--- config.mk ---
export PLATFORM = sky130hd
export DESIGN_NAME = fixed_frame_sum_checksum_parser_core
export DESIGN_NICKNAME = d
export VERILOG_FILES = /design/src/sv/ffsc_pkg.sv /design/src/sv/ffsc_parse.sv /design/src/sv/fixed_frame_sum_checksum_parser_core.sv
export SDC_FILE = /design/constraint.sdc
export NUM_CORES = 1
export LEC_CHECK = 0
export ABC_AREA = 1
export BUFFER_PORTS_ARGS = -buffer_cell sky130_fd_sc_hd__buf_2
export CAP_MARGIN = 10
export CORE_MARGIN = 2
export CORE_UTILIZATION = 45
export CTS_CLUSTER_DIAMETER = 30
export DETAILED_ROUTE_END_ITERATION = 10
export HOLD_SLACK_MARGIN = 0.12
export SLEW_MARGIN = 25
export SYNTH_ARGS = -nofsm -noshare
export SYNTH_HDL_FRONTEND = slang
export SYNTH_SLANG_ARGS = --single-unit
--- constraint.sdc ---
create_clock -name clk -period 5.77 [get_ports clk]
set_clock_uncertainty 0.2 [all_clocks]
set_input_delay 0.577 -clock clk [delete_from_list [all_inputs] [get_ports clk]]
set_output_delay 0.577 -clock clk [all_outputs]
set_load 0.02 [all_outputs]
--- src/sv/ffsc_pkg.sv ---
// Shared types and constants for the fixed frame checksum parser.
`timescale 1ns / 1ps

package ffsc_pkg;

  localparam logic [7:0]  HDR1       = 8'hFF;
  localparam logic [7:0]  HDR2       = 8'hFE;
  localparam logic [7:0]  CTRL       = 8'h55;
  localparam logic [7:0]  LEN        = 8'h04;
  localparam logic [15:0] HELD_RESET = 16'd224;

  typedef struct packed {
    logic        valid;
    logic [15:0] pos_x;
    logic [15:0] pos_y;
    logic        frame_ok;
  } ffsc_result_t;

endpackage

--- src/sv/ffsc_parse.sv ---
// Frame parser state, running checksum and held position values.
`timescale 1ns / 1ps

module ffsc_parse (
  input  logic                  clk,
  input  logic                  rst,
  input  logic                  en,
  input  logic [7:0]            rx_byte,
  output ffsc_pkg::ffsc_result_t res
);

  localparam logic [2:0] PH_HDR1  = 3'd0;
  localparam logic [2:0] PH_HDR2  = 3'd1;
  localparam logic [2:0] PH_CTRL  = 3'd2;
  localparam logic [2:0] PH_LEN   = 3'd3;
  localparam logic [2:0] PH_DATA  = 3'd4;
  localparam logic [2:0] PH_CHECK = 3'd5;

  logic [2:0]  phase, phase_next;
  logic [2:0]  payload_count, payload_count_next;
  logic [7:0]  payload_bytes [4];
  logic [7:0]  running_sum, running_sum_next;
  logic [15:0] held_x, held_x_next;
  logic [15:0] held_y, held_y_next;
  logic        ok;
  logic        load_payload;

  always_comb begin
    phase_next         = phase;
    payload_count_next = payload_count;
    running_sum_next   = running_sum;
    held_x_next        = held_x;
    held_y_next        = held_y;
    load_payload       = 1'b0;
    ok                 = (running_sum == rx_byte);
    res                = '0;
    unique case (phase)
      PH_HDR1: begin
        if (rx_byte == ffsc_pkg::HDR1) begin
          phase_next       = PH_HDR2;
          running_sum_next = rx_byte;
        end
      end
      PH_HDR2: begin
        if (rx_byte == ffsc_pkg::HDR2) begin
          phase_next       = PH_CTRL;
          running_sum_next = running_sum + rx_byte;
        end else begin
          phase_next = PH_HDR1;
        end
      end
      PH_CTRL: begin
        if (rx_byte == ffsc_pkg::CTRL) begin
          phase_next       = PH_LEN;
          running_sum_next = running_sum + rx_byte;
        end else begin
          phase_next = PH_HDR1;
        end
      end
      PH_LEN: begin
        if (rx_byte == ffsc_pkg::LEN) begin
          phase_next         = PH_DATA;
          running_sum_next   = running_sum + rx_byte;
          payload_count_next = 3'd0;
        end else begin
          phase_next = PH_HDR1;
        end
      end
      PH_DATA: begin
        load_payload       = 1'b1;
        running_sum_next   = running_sum + rx_byte;
        payload_count_next = payload_count + 3'd1;
        if (payload_count_next[2]) begin
          phase_next = PH_CHECK;
        end
      end
      PH_CHECK: begin
        phase_next = PH_HDR1;
        if (ok) begin
          held_x_next = {payload_bytes[0], payload_bytes[1]};
          held_y_next = {payload_bytes[2], payload_bytes[3]};
        end
        res.valid    = en;
        res.pos_x    = held_x_next;
        res.pos_y    = held_y_next;
        res.frame_ok = ok;
      end
      default: begin
        phase_next = PH_HDR1;
      end
    endcase
  end

  always_ff @(posedge clk) begin
    if (rst) begin
      phase         <= PH_HDR1;
      payload_count <= 3'd0;
      running_sum   <= 8'd0;
      held_x        <= ffsc_pkg::HELD_RESET;
      held_y        <= ffsc_pkg::HELD_RESET;
    end else if (en) begin
      phase         <= phase_next;
      payload_count <= payload_count_next;
      running_sum   <= running_sum_next;
      held_x        <= held_x_next;
      held_y        <= held_y_next;
    end
  end

  always_ff @(posedge clk) begin
    if (en && load_payload) begin
      payload_bytes[payload_count[1:0]] <= rx_byte;
    end
  end

  a_phase_range: assert property (@(posedge clk) disable iff (rst)
    phase <= PH_CHECK)
    else $error("parser phase out of range");

  a_count_range: assert property (@(posedge clk) disable iff (rst)
    (phase == PH_DATA) |-> (payload_count <= 3'd3))
    else $error("payload count overran in data phase");

  a_result_on_check: assert property (@(posedge clk) disable iff (rst)
    res.valid |=> (phase == PH_HDR1))
    else $error("parser did not return to idle after checksum byte");

endmodule

--- src/sv/fixed_frame_sum_checksum_parser_core.sv ---
// Top level: input register, frame parser and result register.
// A checksum byte passes the input register and then the result register to the master side.
// Throughput: one byte per cycle unless a result is stalled; single input and result registers set it.
// A stalled result holds the input stage, so at most one byte waits behind it.
// Reset (rst, synchronous, active high): parser idle, running sum zero, held values 224.
`timescale 1ns / 1ps

module fixed_frame_sum_checksum_parser_core (
  input  logic        clk,
  input  logic        rst,
  input  logic        s_tvalid,
  output logic        s_tready,
  input  logic [7:0]  s_tdata,   // [7:0] rx_byte
  output logic        m_tvalid,
  input  logic        m_tready,
  output logic [31:0] m_tdata,   // [15:0] pos_x, [31:16] pos_y
  output logic        m_tuser    // [0] frame_ok
);

  logic                   in_valid;
  logic [7:0]             in_byte;
  logic                   advance;
  logic                   s_accept;
  ffsc_pkg::ffsc_result_t res;

  assign advance  = in_valid && (!m_tvalid || m_tready);
  assign s_tready = !in_valid || advance;
  assign s_accept = s_tvalid && s_tready;

  always_ff @(posedge clk) begin
    if (rst) begin
      in_valid <= 1'b0;
    end else if (s_tready) begin
      in_valid <= s_tvalid;
    end
  end

  always_ff @(posedge clk) begin
    if (s_accept) begin
      in_byte <= s_tdata;
    end
  end

  ffsc_parse u_parse (
    .clk     (clk),
    .rst     (rst),
    .en      (advance),
    .rx_byte (in_byte),
    .res     (res)
  );

  always_ff @(posedge clk) begin
    if (rst) begin
      m_tvalid <= 1'b0;
    end else if (res.valid) begin
      m_tvalid <= 1'b1;
    end else if (m_tready) begin
      m_tvalid <= 1'b0;
    end
  end

  always_ff @(posedge clk) begin
    if (res.valid) begin
      m_tdata <= {res.pos_y, res.pos_x};
      m_tuser <= res.frame_ok;
    end
  end

  a_stall_blocks_input: assert property (@(posedge clk) disable iff (rst)
    (in_valid && m_tvalid && !m_tready) |-> !s_tready)
    else $error("input taken while result stage stalled");

  a_result_slot_free: assert property (@(posedge clk) disable iff (rst)
    res.valid |-> (!m_tvalid || m_tready))
    else $error("result overwrote a pending request");

  a_input_drains: assert property (@(posedge clk) disable iff (rst)
    (advance && !s_accept) |=> !in_valid)
    else $error("input register kept a consumed byte");

endmodule
==> summary.md <==
| Metric | Value |
|---|---|
| Sw power | roughly 0.00038 W |
| Critical path fanouts, max | 40 |
| Crit start category | register |
| Final instance area | 0.00616 mm2 |
| Ys flop type | edfxtp_1 |
| WHS | 0.156 ns |
| Max-cap violation count | 0 |
| Routed length per instance | 14.3 um |
| Crit path DAT | 3.07 ns |
| Worst-case headroom to the max-slew limit | 50.0% |
| Peak VDD IR | 219 uV |
| R2R Path Start | in_byte[3]$_DFFE_PP_ |
| Pins Over Slew Limit | 0 |
| Final cell count without fillers | 750 |
| Vias/cell | 5.14 |
| Final TNS setup | 0 ns |
| Clock sinks | 121 |
| CP Data Required Time | 5.69 ns |
| Sequential area share after synthesis | 59.9% |
| Reg power frac | 46.5% |
| Worst hold path type | in2reg |
| Filler cells | about 1k |
| Post-synth top area share | 41.6% |
| TritonRoute pass-1 iters | 4 |
| Cell depth of the worst hold path | 1 |
| TritonCTS clock tree | built |
| Post-synthesis cell type count | 30 |
| Syn nets | around 570 |
| Worst hold path endpoint | in_byte[6]$_DFFE_PP_ |
| Place WS | 2.64 ns |
| R2r endpoint | m_tdata[22]$_SDFFCE_PN0P_ |
| Post-synth EDFFs | between 70 and 80 |
| Ys Warns | 0 |
| Nets@finish | 618 |
| Die Span X | about 110 um |
| HP Start | s_tdata[6] |
| Total die area | 0.0126 mm2 |
| Area leader, netlist | edfxtp_1 |
| Commonest non-fill, non-tap cells in the layout | nand2_1, edfxtp_1, nand3_1 |
| Sequential cell area | 0.00315 mm2 |
| Final hold violations | 0 |
| Final cycle utilization of the critical path | 54.7% |
| Min Tclk post-route | between 3 and 4 ns |
| # setup viols final | 0 |
| Initial Util | 46.1% |
| Setup slack, reg-to-reg | 2.62 ns |
| Combinational share of power | 1.8% |
| Reg2reg path depth | 7 |
| Worst Setup Slack, final | 2.62 ns |
| H-tree Lvls | 4 |
| ANT nets after route | 0 |
| Syn Inst Count | between 500 and 600 |
| Max frequency | 317 MHz |
| Grt peak-use layer | met2 |
| Met2 Use GR | approximately 29% |
| DR iter-0 viols | 161 |
| GR Util met1 | 23.7% |
| Hold buffer count at cts | 0 |
| DP Area | 0.00557 mm2 |
| P_int | 0.00161 W |
| Port Buffers | 46 |
| Placement Rows | 39 |
| Worst Setup End Kind | register |
| Met3 usage | 4.21% |
| GPL Wtd Cong | 0.802 |
| Synth Register Bits | 121 |
| RSZ-0062 raised after global routing | no |
| Post-CTS repair timing setup buffer count | 0 |
| Pleak | 2.40 nW |
| CTS Buffer Depth | 2 |
| Critical path class | reg2reg |
| First-pass GRT wire length | between 15 and 20 mm |
| DR DRC count | 0 |
| Avg Inst Size Synth | around 9.6 um2 |
| Via count | 3856 |
| Reg clk slew, reported paths | 0.05 ns |
| Layout cells sized above 1 | between 10% and 20% |
| Total gr overflow | 0 |
| Antenna violations before repair | 0 |
| Net Sw Frac | 19.1% |
| Most common cell after layout, fill and taps aside | nand2_1 |
| Die height | 112 um |
| Final WL | 10.7 mm |
| Clock Power Share | 51.7% |
| Synth area leaders | edfxtp_1, dfxtp_1, nand3_1 |
| TritonCTS buffer count | 17 |
| Clock root cell | clkbuf_16 |
| Pin slew with the least headroom to its limit | 0.747 ns |
| Antenna cells | 0 |
| Ys async rst share | 0% |
| Skew-Pair Late Insertion Delay | 0.40 ns |
| CORE AREA | 0.0114 mm2 |
| Power Density | 323 mW/mm2 |
| Largest net degree at the start of global routing | 51 |
| Vias in the first global route | 3608 |
| Multi-input logic area | 0.00172 mm2 |
| Layout Area Growth over Synthesis | 17.1% |
| Gr usage total | 18.0% |
| Mapped cell area | 0.00526 mm2 |
| # resized after CTS | 0 |
| Status | finished, final reports clean |
| Post-DP HPWL | just over 7 mm |
| Placed cells | 718 |
| I/O pins | 47 |
through the flow:
step,utilization (%),power (W)
global route,54.0,0.00205
floorplan,-,0.000962
global placement,48.8,0.000975
finish,54.0,0.00199
CTS,54.0,0.00201
detailed placement,48.8,0.000976
final cells by class:
type                    instances  share of cell area (%)
flip-flops and latches        121                    51.2
multi-input cells             330                    27.8
clock buffers                  24                    8.00
inverters                      77                    4.69
repair buffers                 47                    3.86
well taps                     143                    2.90
clock inverters                 8                    1.54
Yosys cell counts, drive strengths merged (7+ instances only):
cell type / count
nand2: 94
inv: 76
edfxtp: 73
nand3: 71
dfxtp: 48
nor2: 47
a21oi: 44
o211ai: 26
o21ai: 23
buf: 15
ha: 11
clkbuf: 7
critical path, cell delays in order (launching register included):
cell,delay (ns)
edfxtp_1,0.50
ha_1,0.42
inv_1,0.10
nand3_1,0.12
nor2_4,0.45
nand2_2,0.58
o21ai_0,0.42
nor2_1,0.07
kinds of logic after synthesis:
group / after synthesis / share of synthesized area [%]
fa+ha+maj: 12 / 2.99
simple gates: 220 / 18.6
flops: 121 / 59.9
compound gates: 95 / 10.5
xor+xnor: 3 / 0.499
buf+inv: 99 / 7.51
power groups by stage:
stage	Combinational (W)	Clock (W)	Sequential [W]
after detailed placement	0.0000351	0	0.000941
after global placement	0.0000347	0	0.000941
after global routing	0.0000402	0.00109	0.000924
after floorplan	0.0000245	0	0.000938
final	0.0000354	0.00103	0.000924
after CTS	0.0000355	0.00105	0.000923
state kept, by name, indices dropped and copies added, names as in the netlist:
name and count:
m_tdata 32, u_parse.payload_bytes 32, u_parse.held_x 16, u_parse.held_y 16
in_byte 8, u_parse.running_sum 8, u_parse.payload_count 3, u_parse.phase 3
in_valid 1, m_tuser 1, m_tvalid 1
routing by layer:
| metal | share of wire (%) | wire [um] | vias to the layer above |
|---|---|---|---|
| met5 | 0 | 0 | - |
| met4 | 1.5 | 157 | 0 |
| met3 | 4.4 | 473 | 11 |
| met2 | 50 | 5320 | 74 |
| met1 | 45 | 4770 | 1821 |
| li1 | - | - | 1950 |
worst max-delay path by stage:
stage / startpoint / to / slack, ns
5_1_grt: in_byte[3]$_DFFE_PP_ / m_tdata[22]$_SDFFCE_PN0P_ / 2.31
6_report: in_byte[3]$_DFFE_PP_ / m_tdata[22]$_SDFFCE_PN0P_ / 2.62
2_1_floorplan: m_tready / m_tdata[0]$_SDFFCE_PN0P_ / 3.53
3_5_place_dp: in_byte[3]$_DFFE_PP_ / m_tdata[21]$_SDFFCE_PN0P_ / 2.64
3_3_place_gp: in_byte[5]$_DFFE_PP_ / m_tdata[21]$_SDFFCE_PN0P_ / 2.68
4_1_cts: in_byte[3]$_DFFE_PP_ / m_tdata[21]$_SDFFCE_PN0P_ / 2.61
(Power assumes the default switching activity.)
